$ cat config.mk
export PLATFORM = sky130hd
export DESIGN_NAME = relative_strength_index_core
export DESIGN_NICKNAME = d
export VERILOG_FILES = /design/src/rtl/rsi_pkg.sv /design/src/rtl/rsi_div.sv /design/src/rtl/rsi_dp.sv /design/src/rtl/rsi_ctrl.sv /design/src/rtl/relative_strength_index_core.sv
export SDC_FILE = /design/constraint.sdc
export NUM_CORES = 2
export LEC_CHECK = 0
export BUFFER_PORTS_ARGS = -buffer_cell sky130_fd_sc_hd__buf_2
export CAP_MARGIN = 20
export CORE_ASPECT_RATIO = 1.4
export CORE_MARGIN = 5
export CORE_UTILIZATION = 55
export DETAILED_ROUTE_END_ITERATION = 10
export PLACE_DENSITY = 0.79
export SETUP_SLACK_MARGIN = 0.5
export SYNTH_ARGS = -nofsm -noshare
export SYNTH_HDL_FRONTEND = slang
export SYNTH_SLANG_ARGS = --single-unit
$ cat constraint.sdc
create_clock -name clk -period 22.2 [get_ports clk]
set_input_delay 2.22 -clock clk [delete_from_list [all_inputs] [get_ports clk]]
set_output_delay 2.22 -clock clk [all_outputs]
set_load 0.005 [all_outputs]
$ cat src/rtl/rsi_pkg.sv
// rsi_pkg: shared constants, command and status types for the rsi core
// used by every module under rtl; depends on nothing else
`timescale 1ns / 1ps

package rsi_pkg;

	localparam int PRICE_BITS_DEF = 24;
	localparam int PERIOD_MAX     = 255;

	localparam int PERIOD_W = 8;
	localparam int CNT_W    = 9;
	localparam int AVG_W    = 64;
	localparam int AVG_FRAC = 16;
	localparam int NORM_BIT = 48;
	localparam int DVD_W    = 80;
	localparam int DVS_W    = 49;
	localparam int QUO_W    = 64;
	localparam int ITER_W   = 7;
	localparam int RSI_W    = 15;
	localparam int PROD_W   = 63;

	localparam logic [PERIOD_W-1:0] PERIOD_CAP = PERIOD_W'(PERIOD_MAX > 255 ? 255 : PERIOD_MAX);
	localparam logic [PERIOD_W-1:0] PERIOD_RST = 8'd14;

	localparam logic [RSI_W-1:0] RSI_FULL    = 15'd25600;
	localparam logic [RSI_W-1:0] RSI_NO_LOSS = 15'd25346;

	localparam logic [ITER_W-1:0] ITER_SEED = 7'd80;
	localparam logic [ITER_W-1:0] ITER_STD  = 7'd64;

	typedef enum logic [1:0] {
		SEL_GAIN,
		SEL_LOSS,
		SEL_RSI
	} rsi_sel_t;

	typedef struct packed {
		logic     load;
		logic     prep;
		logic     div_start;
		rsi_sel_t div_sel;
		logic     div_apply;
		logic     norm_load;
		logic     norm_shift;
		logic     mul;
		logic     res_none;
		logic     res_noloss;
		logic     out_load;
	} rsi_cmd_t;

	typedef struct packed {
		logic no_value;
		logic div_done;
		logic norm_big;
		logic loss_zero;
		logic out_busy;
	} rsi_sts_t;

endpackage

$ cat src/rtl/rsi_div.sv
// rsi_div: shared restoring divider, one quotient bit per cycle
// depends on rsi_pkg for widths
`timescale 1ns / 1ps

module rsi_div (
	input  logic                       clk,
	input  logic                       arst_n,
	input  logic                       start,
	input  logic [rsi_pkg::DVD_W-1:0]  dividend,
	input  logic [rsi_pkg::DVS_W-1:0]  divisor,
	input  logic [rsi_pkg::ITER_W-1:0] iters,
	output logic                       done,
	output logic [rsi_pkg::QUO_W-1:0]  quotient
);

	logic [rsi_pkg::DVD_W-1:0]  dq_q;
	logic [rsi_pkg::DVS_W-1:0]  rem_q;
	logic [rsi_pkg::DVS_W-1:0]  dvs_q;
	logic [rsi_pkg::ITER_W-1:0] cnt_q;
	logic                       busy_q;
	logic                       done_q;
	logic [rsi_pkg::DVS_W:0]    trial;
	logic [rsi_pkg::DVS_W:0]    diff;
	logic                       fits;

	assign trial = {rem_q, dq_q[rsi_pkg::DVD_W-1]};
	assign fits  = trial >= {1'b0, dvs_q};
	assign diff  = trial - {1'b0, dvs_q};

	always_ff @(posedge clk or negedge arst_n) begin
		if (!arst_n) begin
			busy_q <= 1'b0;
			done_q <= 1'b0;
			cnt_q  <= '0;
		end else begin
			done_q <= 1'b0;
			if (start) begin
				busy_q <= 1'b1;
				cnt_q  <= iters;
			end else if (busy_q) begin
				cnt_q <= cnt_q - 1'b1;
				if (cnt_q == rsi_pkg::ITER_W'(1)) begin
					busy_q <= 1'b0;
					done_q <= 1'b1;
				end
			end
		end
	end

	// quotient bits shift in at the bottom as dividend bits leave the top
	always_ff @(posedge clk) begin
		if (start) begin
			dq_q  <= dividend;
			rem_q <= '0;
			dvs_q <= divisor;
		end else if (busy_q) begin
			dq_q  <= {dq_q[rsi_pkg::DVD_W-2:0], fits};
			rem_q <= fits ? diff[rsi_pkg::DVS_W-1:0] : trial[rsi_pkg::DVS_W-1:0];
		end
	end

	assign done     = done_q;
	assign quotient = dq_q[rsi_pkg::QUO_W-1:0];

endmodule

$ cat src/rtl/rsi_dp.sv
// rsi_dp: series state, period register, averaging and rsi datapath
// depends on rsi_pkg and rsi_div; driven by rsi_ctrl commands
`timescale 1ns / 1ps

module rsi_dp #(
	parameter int PRICE_BITS = rsi_pkg::PRICE_BITS_DEF
) (
	input  logic                         clk,
	input  logic                         arst_n,
	input  logic                         cfg_we,
	input  logic [rsi_pkg::PERIOD_W-1:0] cfg_data,
	input  logic [PRICE_BITS-1:0]        price,
	input  logic                         start_series,
	input  logic                         out_ready,
	input  rsi_pkg::rsi_cmd_t            cmd,
	output rsi_pkg::rsi_sts_t            sts,
	output logic                         out_valid,
	output logic [rsi_pkg::RSI_W-1:0]    rsi_value,
	output logic                         valid_res
);

	logic [rsi_pkg::PERIOD_W-1:0] period_q;
	logic [PRICE_BITS-1:0]        price_q;
	logic [PRICE_BITS-1:0]        prev_q;
	logic [PRICE_BITS-1:0]        up_q;
	logic [PRICE_BITS-1:0]        dn_q;
	logic [rsi_pkg::AVG_W-1:0]    gain_q;
	logic [rsi_pkg::AVG_W-1:0]    loss_q;
	logic [rsi_pkg::CNT_W-1:0]    cnt_q;
	logic                         seed_q;
	logic [rsi_pkg::AVG_W-1:0]    wg_q;
	logic [rsi_pkg::AVG_W-1:0]    wl_q;
	logic [rsi_pkg::PROD_W-1:0]   prod_q;
	logic [rsi_pkg::DVS_W-1:0]    sum_q;
	logic [rsi_pkg::RSI_W-1:0]    res_q;
	logic                         res_valid_q;
	logic                         out_valid_q;
	logic [rsi_pkg::RSI_W-1:0]    rsi_q;
	logic                         vres_q;

	logic [rsi_pkg::PERIOD_W-1:0] eff_p;
	logic [rsi_pkg::CNT_W-1:0]    p9;
	logic                         rising;
	logic [PRICE_BITS-1:0]        up;
	logic [PRICE_BITS-1:0]        dn;
	logic                         seed_acc;
	logic [rsi_pkg::AVG_W-1:0]    cur_avg;
	logic [rsi_pkg::AVG_W-1:0]    cur_x;
	logic                         x_ge;
	logic [rsi_pkg::AVG_W-1:0]    wdiff;
	logic [rsi_pkg::AVG_W-1:0]    smoothed;
	logic [rsi_pkg::AVG_W-1:0]    new_avg;
	logic [rsi_pkg::DVD_W-1:0]    dividend;
	logic [rsi_pkg::DVS_W-1:0]    divisor;
	logic [rsi_pkg::ITER_W-1:0]   iters;
	logic                         div_done;
	logic [rsi_pkg::QUO_W-1:0]    quotient;

	// period zero acts as one, values above the cap are clipped
	always_comb begin
		if (period_q == '0)
			eff_p = rsi_pkg::PERIOD_W'(1);
		else if (period_q > rsi_pkg::PERIOD_CAP)
			eff_p = rsi_pkg::PERIOD_CAP;
		else
			eff_p = period_q;
	end

	assign p9       = rsi_pkg::CNT_W'(eff_p);
	assign rising   = price_q > prev_q;
	assign up       = rising ? price_q - prev_q : '0;
	assign dn       = rising ? '0 : prev_q - price_q;
	assign seed_acc = (cnt_q != '0) && (cnt_q <= p9);

	assign cur_avg  = (cmd.div_sel == rsi_pkg::SEL_LOSS) ? loss_q : gain_q;
	assign cur_x    = (cmd.div_sel == rsi_pkg::SEL_LOSS) ?
	                  (rsi_pkg::AVG_W'(dn_q) << rsi_pkg::AVG_FRAC) :
	                  (rsi_pkg::AVG_W'(up_q) << rsi_pkg::AVG_FRAC);
	assign x_ge     = cur_x >= cur_avg;
	assign wdiff    = x_ge ? cur_x - cur_avg : cur_avg - cur_x;
	assign smoothed = x_ge ? cur_avg + quotient : cur_avg - quotient;
	assign new_avg  = seed_q ? quotient : smoothed;

	// every operand sits above 16 zero bits; the seed pass runs all 80 bits
	always_comb begin
		unique case (cmd.div_sel)
			rsi_pkg::SEL_RSI: begin
				dividend = rsi_pkg::DVD_W'({prod_q, {rsi_pkg::AVG_FRAC{1'b0}}});
				divisor  = sum_q;
				iters    = rsi_pkg::ITER_STD;
			end
			rsi_pkg::SEL_GAIN, rsi_pkg::SEL_LOSS: begin
				dividend = seed_q ? {cur_avg, {rsi_pkg::AVG_FRAC{1'b0}}} :
				                    {wdiff, {rsi_pkg::AVG_FRAC{1'b0}}};
				divisor  = rsi_pkg::DVS_W'(eff_p);
				iters    = seed_q ? rsi_pkg::ITER_SEED : rsi_pkg::ITER_STD;
			end
			default: begin
				dividend = '0;
				divisor  = rsi_pkg::DVS_W'(eff_p);
				iters    = rsi_pkg::ITER_STD;
			end
		endcase
	end

	rsi_div u_div (
		.clk      (clk),
		.arst_n   (arst_n),
		.start    (cmd.div_start),
		.dividend (dividend),
		.divisor  (divisor),
		.iters    (iters),
		.done     (div_done),
		.quotient (quotient)
	);

	always_ff @(posedge clk or negedge arst_n) begin
		if (!arst_n) begin
			period_q <= rsi_pkg::PERIOD_RST;
		end else if (cfg_we) begin
			period_q <= cfg_data;
		end
	end

	// series state
	always_ff @(posedge clk or negedge arst_n) begin
		if (!arst_n) begin
			prev_q <= '0;
			gain_q <= '0;
			loss_q <= '0;
			cnt_q  <= '0;
		end else if (cmd.load) begin
			if (start_series) begin
				prev_q <= '0;
				gain_q <= '0;
				loss_q <= '0;
				cnt_q  <= '0;
			end
		end else if (cmd.prep) begin
			prev_q <= price_q;
			if (seed_acc) begin
				gain_q <= gain_q + rsi_pkg::AVG_W'(up);
				loss_q <= loss_q + rsi_pkg::AVG_W'(dn);
			end
			if (cnt_q < p9 + rsi_pkg::CNT_W'(1))
				cnt_q <= cnt_q + 1'b1;
		end else if (cmd.div_apply) begin
			if (cmd.div_sel == rsi_pkg::SEL_GAIN)
				gain_q <= new_avg;
			else if (cmd.div_sel == rsi_pkg::SEL_LOSS)
				loss_q <= new_avg;
		end
	end

	// working registers for one request
	always_ff @(posedge clk) begin
		if (cmd.load)
			price_q <= price;
		if (cmd.prep) begin
			up_q   <= up;
			dn_q   <= dn;
			seed_q <= cnt_q == p9;
		end
		if (cmd.norm_load) begin
			wg_q <= gain_q;
			wl_q <= loss_q;
		end else if (cmd.norm_shift) begin
			wg_q <= wg_q >> 1;
			wl_q <= wl_q >> 1;
		end
		if (cmd.mul) begin
			prod_q <= rsi_pkg::PROD_W'(rsi_pkg::RSI_FULL) *
			          rsi_pkg::PROD_W'(wg_q[rsi_pkg::NORM_BIT-1:0]);
			sum_q  <= rsi_pkg::DVS_W'(wg_q[rsi_pkg::NORM_BIT-1:0]) +
			          rsi_pkg::DVS_W'(wl_q[rsi_pkg::NORM_BIT-1:0]);
		end
		if (cmd.res_none) begin
			res_q       <= '0;
			res_valid_q <= 1'b0;
		end else if (cmd.res_noloss) begin
			res_q       <= rsi_pkg::RSI_NO_LOSS;
			res_valid_q <= 1'b1;
		end else if (cmd.div_apply && cmd.div_sel == rsi_pkg::SEL_RSI) begin
			res_q       <= quotient[rsi_pkg::RSI_W-1:0];
			res_valid_q <= 1'b1;
		end
		if (cmd.out_load) begin
			rsi_q  <= res_q;
			vres_q <= res_valid_q;
		end
	end

	always_ff @(posedge clk or negedge arst_n) begin
		if (!arst_n) begin
			out_valid_q <= 1'b0;
		end else if (cmd.out_load) begin
			out_valid_q <= 1'b1;
		end else if (out_ready) begin
			out_valid_q <= 1'b0;
		end
	end

	assign sts.no_value  = (cnt_q == '0) || (cnt_q < p9);
	assign sts.div_done  = div_done;
	assign sts.norm_big  = (|wg_q[rsi_pkg::AVG_W-1:rsi_pkg::NORM_BIT]) ||
	                       (|wl_q[rsi_pkg::AVG_W-1:rsi_pkg::NORM_BIT]);
	assign sts.loss_zero = wl_q == '0;
	assign sts.out_busy  = out_valid_q && !out_ready;

	assign out_valid = out_valid_q;
	assign rsi_value = rsi_q;
	assign valid_res = vres_q;

endmodule

$ cat src/rtl/rsi_ctrl.sv
// rsi_ctrl: sequencer that steps one price bar through the datapath
// depends on rsi_pkg command and status types
`timescale 1ns / 1ps

module rsi_ctrl (
	input  logic              clk,
	input  logic              arst_n,
	input  logic              in_valid,
	input  rsi_pkg::rsi_sts_t sts,
	output logic              in_ready,
	output rsi_pkg::rsi_cmd_t cmd
);

	localparam logic [3:0] S_IDLE   = 4'd0;
	localparam logic [3:0] S_PREP   = 4'd1;
	localparam logic [3:0] S_GSTART = 4'd2;
	localparam logic [3:0] S_GWAIT  = 4'd3;
	localparam logic [3:0] S_LSTART = 4'd4;
	localparam logic [3:0] S_LWAIT  = 4'd5;
	localparam logic [3:0] S_NLOAD  = 4'd6;
	localparam logic [3:0] S_NORM   = 4'd7;
	localparam logic [3:0] S_RSTART = 4'd8;
	localparam logic [3:0] S_RWAIT  = 4'd9;
	localparam logic [3:0] S_OUT    = 4'd10;

	logic [3:0] state_q;
	logic [3:0] state_nxt;

	always_ff @(posedge clk or negedge arst_n) begin
		if (!arst_n) begin
			state_q <= S_IDLE;
		end else begin
			state_q <= state_nxt;
		end
	end

	always_comb begin
		cmd       = '0;
		in_ready  = 1'b0;
		state_nxt = state_q;
		unique case (state_q)
			S_IDLE: begin
				in_ready = 1'b1;
				if (in_valid) begin
					cmd.load  = 1'b1;
					state_nxt = S_PREP;
				end
			end
			S_PREP: begin
				cmd.prep = 1'b1;
				if (sts.no_value) begin
					cmd.res_none = 1'b1;
					state_nxt    = S_OUT;
				end else begin
					state_nxt = S_GSTART;
				end
			end
			S_GSTART: begin
				cmd.div_sel   = rsi_pkg::SEL_GAIN;
				cmd.div_start = 1'b1;
				state_nxt     = S_GWAIT;
			end
			S_GWAIT: begin
				cmd.div_sel = rsi_pkg::SEL_GAIN;
				if (sts.div_done) begin
					cmd.div_apply = 1'b1;
					state_nxt     = S_LSTART;
				end
			end
			S_LSTART: begin
				cmd.div_sel   = rsi_pkg::SEL_LOSS;
				cmd.div_start = 1'b1;
				state_nxt     = S_LWAIT;
			end
			S_LWAIT: begin
				cmd.div_sel = rsi_pkg::SEL_LOSS;
				if (sts.div_done) begin
					cmd.div_apply = 1'b1;
					state_nxt     = S_NLOAD;
				end
			end
			S_NLOAD: begin
				cmd.norm_load = 1'b1;
				state_nxt     = S_NORM;
			end
			S_NORM: begin
				// halve both averages together until they fit the divider
				if (sts.norm_big) begin
					cmd.norm_shift = 1'b1;
				end else if (sts.loss_zero) begin
					cmd.res_noloss = 1'b1;
					state_nxt      = S_OUT;
				end else begin
					cmd.mul   = 1'b1;
					state_nxt = S_RSTART;
				end
			end
			S_RSTART: begin
				cmd.div_sel   = rsi_pkg::SEL_RSI;
				cmd.div_start = 1'b1;
				state_nxt     = S_RWAIT;
			end
			S_RWAIT: begin
				cmd.div_sel = rsi_pkg::SEL_RSI;
				if (sts.div_done) begin
					cmd.div_apply = 1'b1;
					state_nxt     = S_OUT;
				end
			end
			S_OUT: begin
				if (!sts.out_busy) begin
					cmd.out_load = 1'b1;
					state_nxt    = S_IDLE;
				end
			end
			default: begin
				state_nxt = S_IDLE;
			end
		endcase
	end

endmodule

$ cat src/rtl/relative_strength_index_core.sv
// relative_strength_index_core: rsi with wilder smoothing, one price bar per request
// depends on rsi_pkg, rsi_ctrl, rsi_dp (which holds rsi_div)
//
//   port group   direction  handshake             payload
//   cfg          in         cfg_we                cfg_data (period)
//   in           in         in_valid / in_ready   price, start_series
//   out          out        out_valid / out_ready rsi_value, valid_res
//
// a bar before the window closes goes from prep straight to output; any other bar
// runs the gain and loss divisions, up to 16 normalizing shifts and the rsi division,
// and the seeding bar divides over the full dividend width; a zero loss average skips
// the last division; the shared divider produces one quotient bit per cycle
// one request is in flight at a time; the next is taken while a result waits in the
// output register
// arst_n clears the period to 14 and the series state to zero
`timescale 1ns / 1ps

module relative_strength_index_core #(
	parameter int PRICE_BITS = rsi_pkg::PRICE_BITS_DEF
) (
	input  logic                         clk,
	input  logic                         arst_n,
	input  logic                         cfg_we,
	input  logic [rsi_pkg::PERIOD_W-1:0] cfg_data,
	input  logic                         in_valid,
	output logic                         in_ready,
	input  logic [PRICE_BITS-1:0]        price,
	input  logic                         start_series,
	output logic                         out_valid,
	input  logic                         out_ready,
	output logic [rsi_pkg::RSI_W-1:0]    rsi_value,
	output logic                         valid_res
);

	rsi_pkg::rsi_cmd_t cmd;
	rsi_pkg::rsi_sts_t sts;

	rsi_ctrl u_ctrl (
		.clk      (clk),
		.arst_n   (arst_n),
		.in_valid (in_valid),
		.sts      (sts),
		.in_ready (in_ready),
		.cmd      (cmd)
	);

	rsi_dp #(
		.PRICE_BITS (PRICE_BITS)
	) u_dp (
		.clk          (clk),
		.arst_n       (arst_n),
		.cfg_we       (cfg_we),
		.cfg_data     (cfg_data),
		.price        (price),
		.start_series (start_series),
		.out_ready    (out_ready),
		.cmd          (cmd),
		.sts          (sts),
		.out_valid    (out_valid),
		.rsi_value    (rsi_value),
		.valid_res    (valid_res)
	);

endmodule

# --- Yosys cells after proc, flatten, opt, wreduce, memory -nomap -nowiden ---
# Index checks and enable logic that the tools add are counted.
word_totals:
  reg_bits: 696
  out_inout_bits: 18
  wordCells: 188
op_classes:
  add_sub_neg: 13
  n_mul: 1
  n_lt_le_gt_ge: 7
  n_eq_ne: 23
  mux: 83
  n_reduce_logical: 34
ops:
  columns: ["cell", "count"]
  rows:
  - ["2-to-1 mux 64 bit", 20]
  - ["2-to-1 mux 80 bit", 3]
  - ["subtractor 64 bit", 3]
  - ["case mux 80 bit (2 select lines)", 1]
  - ["adder 64 x 24 -> 64 bit", 2]
  - ["2-to-1 mux 24 bit", 5]
  - ["adder 64 bit", 1]
  - ["greater-or-equal comparator 64 bit", 1]
  - ["zero test 64 bit", 1]
  - ["multiplier 5 x 48 -> 53 bit (first input constant)", 1]
  - ["greater-or-equal comparator 50 x 49 -> 1 bit", 1]
  - ["adder 48 x 48 -> 49 bit", 1]
  - ["2-to-1 mux 49 bit", 1]
  - ["subtractor 49 bit", 1]
  - ["subtractor 24 bit", 2]
  - ["case mux 4 bit (11 select lines)", 1]
  - ["2-to-1 mux 40 bit", 1]
  - ["2-to-1 mux 9 bit", 4]
  - ["OR reduction 16 bit", 2]
  - ["2-to-1 mux 15 bit", 2]
  - ["2-to-1 mux 1 bit", 28]
  - ["2-to-1 mux 4 bit", 7]
  - ["greater-than comparator 24 bit", 1]
  - ["2-to-1 mux 8 bit", 3]
  - ["40 further kinds", 68]

# --- Longest topological paths before layout ---
logic_depth:
  word_depth: 13
  depth_mapped: 42
  mapped_depth_nobuf: 37

# --- Modules after synthesis ---
# A second synthesis with hierarchy kept.
hier_totals:
  hier_cells: 6584
  hier_area_um2: 57388.8
modules_own_cells:
  columns: ["module", "n_inst", "cells_per_inst", "area_each_um2", "seq_area_each_um2"]
  rows:
  - ["rsi_dp", 1, 5464, 45900.3, 14157.3]
  - ["rsi_div", 1, 1070, 11075.6, 5079.9]
  - ["rsi_ctrl", 1, 50, 412.9, 100.1]

# --- Least setup slack after synthesis ---
# Ideal clock, no wire load.
synth_path:
  path_kind: "register to register"
  from: "register u_ctrl.state_q[2]"
  to: "register u_dp.gain_q[56] in the netlist's numbering"
  setup_time_ns: 0.087
  arrival_ns: 9.341
  required_ns: 22.113
  setup_slack_ns: 12.773
  path_stages_with_launch: 40
  synth_period_minus_slack_ns: 9.427
  cell_sequence: "dfrtp_1 or3b_1 buf_2 buf_1 clkbuf_1 clkbuf_1 buf_1 buf_1 mux2i_1 ha_1 or3b_2 or4_1 a21oi_1 a311o_1 o21ai_1 nand2b_1 nand3_1 a21oi_1 [... 4 more ...] xor2_1 ha_1 a21oi_1 o211ai_1 a31oi_1 o31ai_1 o21ai_0 nand2b_1 a211oi_1 nor2_1 a211oi_1 o21ai_1 o21a_1 o21ai_1 xor2_1 mux2i_1 or3_1 o211ai_1"
synth_via:
  elab_chain_len: 12
  elab_cells_between_ends: 32
  classes_between: "add/sub (2); order compare (1); eq/ne (9); mux (12); reduce/logical (8)"
synth_lines:
  columns: ["item", "line_no", "rtl"]
  rows:
  - ["from (decl)", "rsi_ctrl.sv:26", "logic [3:0] state_q;"]
  - ["from (signal assigned)", "rsi_ctrl.sv:33", "state_q <= state_nxt;"]
  - ["== test 4 bit or == test 4 x 3 -> 1 bit (tied branches)", "rsi_ctrl.sv:41", "unique case (state_q)"]
  - ["OR reduction 2 bit (no source line)", null, null]
  - ["case mux 2 bit (2 select lines)", "rsi_ctrl.sv:41", null]
  - ["== test 2 x 1 -> 1 bit", "rsi_dp.sv:75, rsi_dp.sv:76", null]
  - ["2-to-1 mux 64 bit or 2-to-1 mux 40 bit (tied branches)", "rsi_dp.sv:75, rsi_dp.sv:76", null]
  - ["subtractor 64 bit (tied with other cells)", "rsi_dp.sv:81", "assign smoothed = x_ge ? cur_avg + quotient : cur_avg - quotient;"]
  - ["2-to-1 mux 64 bit", "rsi_dp.sv:81", null]
  - ["2-to-1 mux 64 bit", "rsi_dp.sv:82", "assign new_avg = seed_q ? quotient : smoothed;"]
  - ["2-to-1 mux 64 bit", "rsi_dp.sv:148", "if (cmd.div_sel == rsi_pkg::SEL_GAIN)"]
  - ["2-to-1 mux 64 bit", "rsi_dp.sv:147", "end else if (cmd.div_apply) begin"]
  - ["2-to-1 mux 64 bit", "rsi_dp.sv:139", "end else if (cmd.prep) begin"]
  - ["2-to-1 mux 64 bit", "rsi_dp.sv:132", "end else if (cmd.load) begin"]
  - ["to (signal assigned)", "rsi_dp.sv:142", "gain_q <= gain_q + rsi_pkg::AVG_W'(up);"]
  - ["to (signal assigned)", "rsi_dp.sv:149", "gain_q <= new_avg;"]
  - ["to (decl)", "rsi_dp.sv:27", "logic [rsi_pkg::AVG_W-1:0] gain_q;"]
# Parallel ways exist; a longest one is shown, timed or not. The select of a mux whose other input is x is not followed.
# A chain may end at the register's enable or synchronous reset.

# --- Final worst setup path ---
layout_path:
  from: "register u_ctrl.state_q[1]"
  to: "register u_dp.gain_q[58] in the netlist's numbering"
# Same word-level chain as after synthesis.

==> reports/results.ini <==
[synth]
synthArstFlopShare = 0.263
synth_ff_type = edfxtp_1
synthSimpleGateAreaFrac = 0.153
synth_nets = 6871
synth-adder-area-share = 0.129
ys_ff_latch = 696
yosysUniqueCellTypes = 90
synth.avg_cell_area_sq_um = 8.66
synthCells = 6304
synth_area_leaders = edfxtp_1 25%, ha_1 11%, dfrtp_1 8.2%
synth_area_leader_cell = edfxtp_1
synth-edff-count = 448
synth-seq-area-share = 0.354
synthXorXnorAreaFrac = 0.0640
yosysTopAreaCellShare = 0.246
synth_area_sq_um = 54600
synth_top_family_by_area = compound AO/OA/AOI/OAI gates
ys.warnings.count = 0
synth_mux_area_frac = 0.0339
synth_compound_area_frac = 0.211

[global_routing]
grt_remaining_overflow = 0
grt_util_all_layers = 0.347
grt_first_pass_wirelength_microns = 286000
grt_pass1_vias = 48193
antenna_found_initial = 9
grt_max_degree = 87

[setup_path]
critPathLaunch = u_ctrl.state_q[1]
cp_slowest_cell = buf_4
rr_startpoint = u_ctrl.state_q[1]
cp-end-kind = flop
arrival_ns = 11.22
worst-setup-path-type = reg2reg
setup.worst_path.end = u_dp.gain_q[58]
cp_slowest_stage_delay_ns = 0.87
r2r-end = u_dp.gain_q[58]
r2r_slack_ns = 11.57
required_ns = 22.79
worst-path-max-fanout = 51
ff2ff_path_depth = 32
critPathLaunchType = flop

[sta]
hold_violations = 0
timing.slew.headroom = 0.211
fmax_mhz = 94.1
finalMaxSlewViolations = 0
tns_ns = 0
fin_crit_sh = 0.479
post-route-min-period_ns = 10.63
tightest_slew_ns = 1.18
grt_setup_unrepaired = no
finalSetupViolCount = 0
skew_ns = 0.0615

[floorplan]
core_sq_um = 98400
start_util = 0.555
die_h_microns = 383
num_io_pins = 56
die-area_sq_um = 106000
die_w_microns = 276
core.rowCount = 136

[final_layout]
final_core_util = 0.598
drive_gt1_frac = 0.0643
syn2layout_area_growth_pct = 7.72
fin_cells = 7598
fin_area_sq_um = 58800
fill_cells = 8570
num-nets-final = 6788

[clock_network]
cts_root_buffer = clkbuf_16
cts-buffers-inserted = 75
cts_max_level = 3
cts_buffer_depth = 3
clock_sinks = 696
post_cts_resized = 0
post_cts_buffers = 0
clkTransAtPathRegs_ns = 0.06
clkLatencyLatePin_ns = 0.72
cts_hold_buf = 0
cts_tree = done

[placement]
hpwl_microns = 147000
dpl_cell_area_sq_um = 56100
portBuffers = 55
gp_congestion = 1.09
dpl.cell_count = 7452

[detailed_routing]
wl_microns = 190000
drtIter0Drc = 4800
vias_per_cell = 6.39
ant_nets = 0
drc = 0
firstDrtPassIters = 7
routedWlPerCell_microns = 25.0
vias = 48540

[outcome]
status = finished, final reports clean

[run]
drv_cap = 0

[worst_hold_path]
hp-class = reg2reg

[cell usage in the layout, fill, tap and decap left out, types with 86 or more instances in the layout]
master / netlist / layout
a21o_1: 191 / 190
a21oi_1: 639 / 634
and3_1: 95 / 95
dfrtp_1: 180 / 179
edfxtp_1: 448 / 448
ha_1: 478 / 478
inv_1: 523 / 521
mux2_2: 86 / 86
mux2i_1: 88 / 88
nand2_1: 623 / 621
nand3_1: 115 / 115
nor2_1: 459 / 454
nor3_1: 111 / 108
o21ai_0: 540 / 540
xnor2_1: 275 / 275
xor2_1: 124 / 124
[cells by family (layout without fill, tap and decap cells)]
family	count (synthesis)	after routing
AOI/OAI and AO/OA	1909	1909
and+or+nand+nor	1788	1788
buffers and inverters	804	784
DFF	696	696
adders and majority gates	534	534
xor gates and xnor gates	399	399
muxes	174	174
other	0	3
[state kept, by name, indices dropped and copies added (netlist names), 4 cells and up]
name	flops
u_dp.up_q	24
u_dp.price_q	24
u_dp.gain_q	64
u_dp.loss_q	64
u_dp.wl_q	64
u_dp.res_q	15
u_dp.prev_q	24
u_dp.u_div.rem_q	49
u_dp.sum_q	49
u_dp.wg_q	64
u_dp.u_div.cnt_q	7
u_dp.rsi_value	15
u_ctrl.state_q	4
u_dp.dn_q	24
u_dp.cnt_q	9
u_dp.u_div.dq_q	80
u_dp.prod_q	53
u_dp.u_div.dvs_q	49
u_dp.period_q	8
[worst max-delay path: cells and delay by family (launching register included)]
| kind | cells | cell delay, ns |
|---|---|---|
| compound gates | 15 | 4.61 |
| xor+xnor | 1 | 0.15 |
| fa+ha+maj | 2 | 0.72 |
| buf+inv | 3 | 1.44 |
| flops | 1 | 0.76 |
| mux | 1 | 0.36 |
| simple gates | 10 | 2.36 |
[metal layers]
| layer | GRT usage | wire [microns] |
|---|---|---|
| met1 | 0.388 | 66900 |
| met2 | 0.581 | 88100 |
| met3 | 0.0727 | 16900 |
| met4 | 0.269 | 18200 |
| met5 | 0 | 41 |
[synth_stat cells (11+ instances only)]
library cell	count
nor4_1	47
mux2_2	86
o21ai_1	13
o31ai_1	70
o22a_1	25
buf_1	38
xor2_1	124
edfxtp_1	448
xnor2_1	275
o21a_1	41
clkbuf_1	237
nor3b_1	13
nand3_1	115
a22o_1	11
a21boi_0	27
or3_1	39
a21oi_1	639
nand2_1	623
dfrtp_1	180
nand2b_1	57
ha_1	478
fa_1	51
and3_1	95
a41oi_1	12
a31o_2	12
or2_2	18
a21o_1	191
o21ai_0	540
a211oi_1	53
nor2b_1	50
mux2i_1	88
o211ai_1	23
inv_1	523
and2_1	49
nor3_1	111
a31oi_1	69
nand4_1	66
o21bai_1	74
nor2_1	459
dfxtp_1	65
[through the flow]
step | setup slack (ns) | hold WS, ns
finish | 11.57 | 0.428
global route | 10.96 | 0.439
floorplan | 12.77 | 0.408
detailed placement | 11.87 | 0.413
CTS | 11.86 | 0.430
global placement | 12.06 | 0.411
[area by class of cell]
type / instances / area [sq um] / area share
multi-input cells: 4804 / 32400 / 0.550
flip-flops and latches: 696 / 19300 / 0.329
clock buffers: 93 / 2020 / 0.0343
inverters: 525 / 1980 / 0.0336
well taps: 1311 / 1640 / 0.0279
repair buffers: 119 / 796 / 0.0135
clock inverters: 47 / 669 / 0.0114
diodes: 3 / 7.51 / 0.000128
[how the worst min path moves through the flow]
stage / from / end / slack (ns) / cells past startpoint
2_1_floorplan: u_dp.res_q[0] / u_dp.rsi_value[0] / 0.41 / 0
3_3_place_gp: u_dp.res_q[12] / u_dp.rsi_value[12] / 0.41 / 0
3_5_place_dp: u_dp.res_q[11] / u_dp.rsi_value[11] / 0.41 / 0
4_1_cts: u_dp.res_q[8] / u_dp.rsi_value[8] / 0.43 / 0
5_1_grt: u_dp.res_q[11] / u_dp.rsi_value[11] / 0.44 / 0
6_report: u_dp.res_q[8] / u_dp.rsi_value[8] / 0.43 / 0
Power is left out: the tool's default activity adds up to more than one toggle a clock period on the data nets, which glitch-free logic cannot reach.
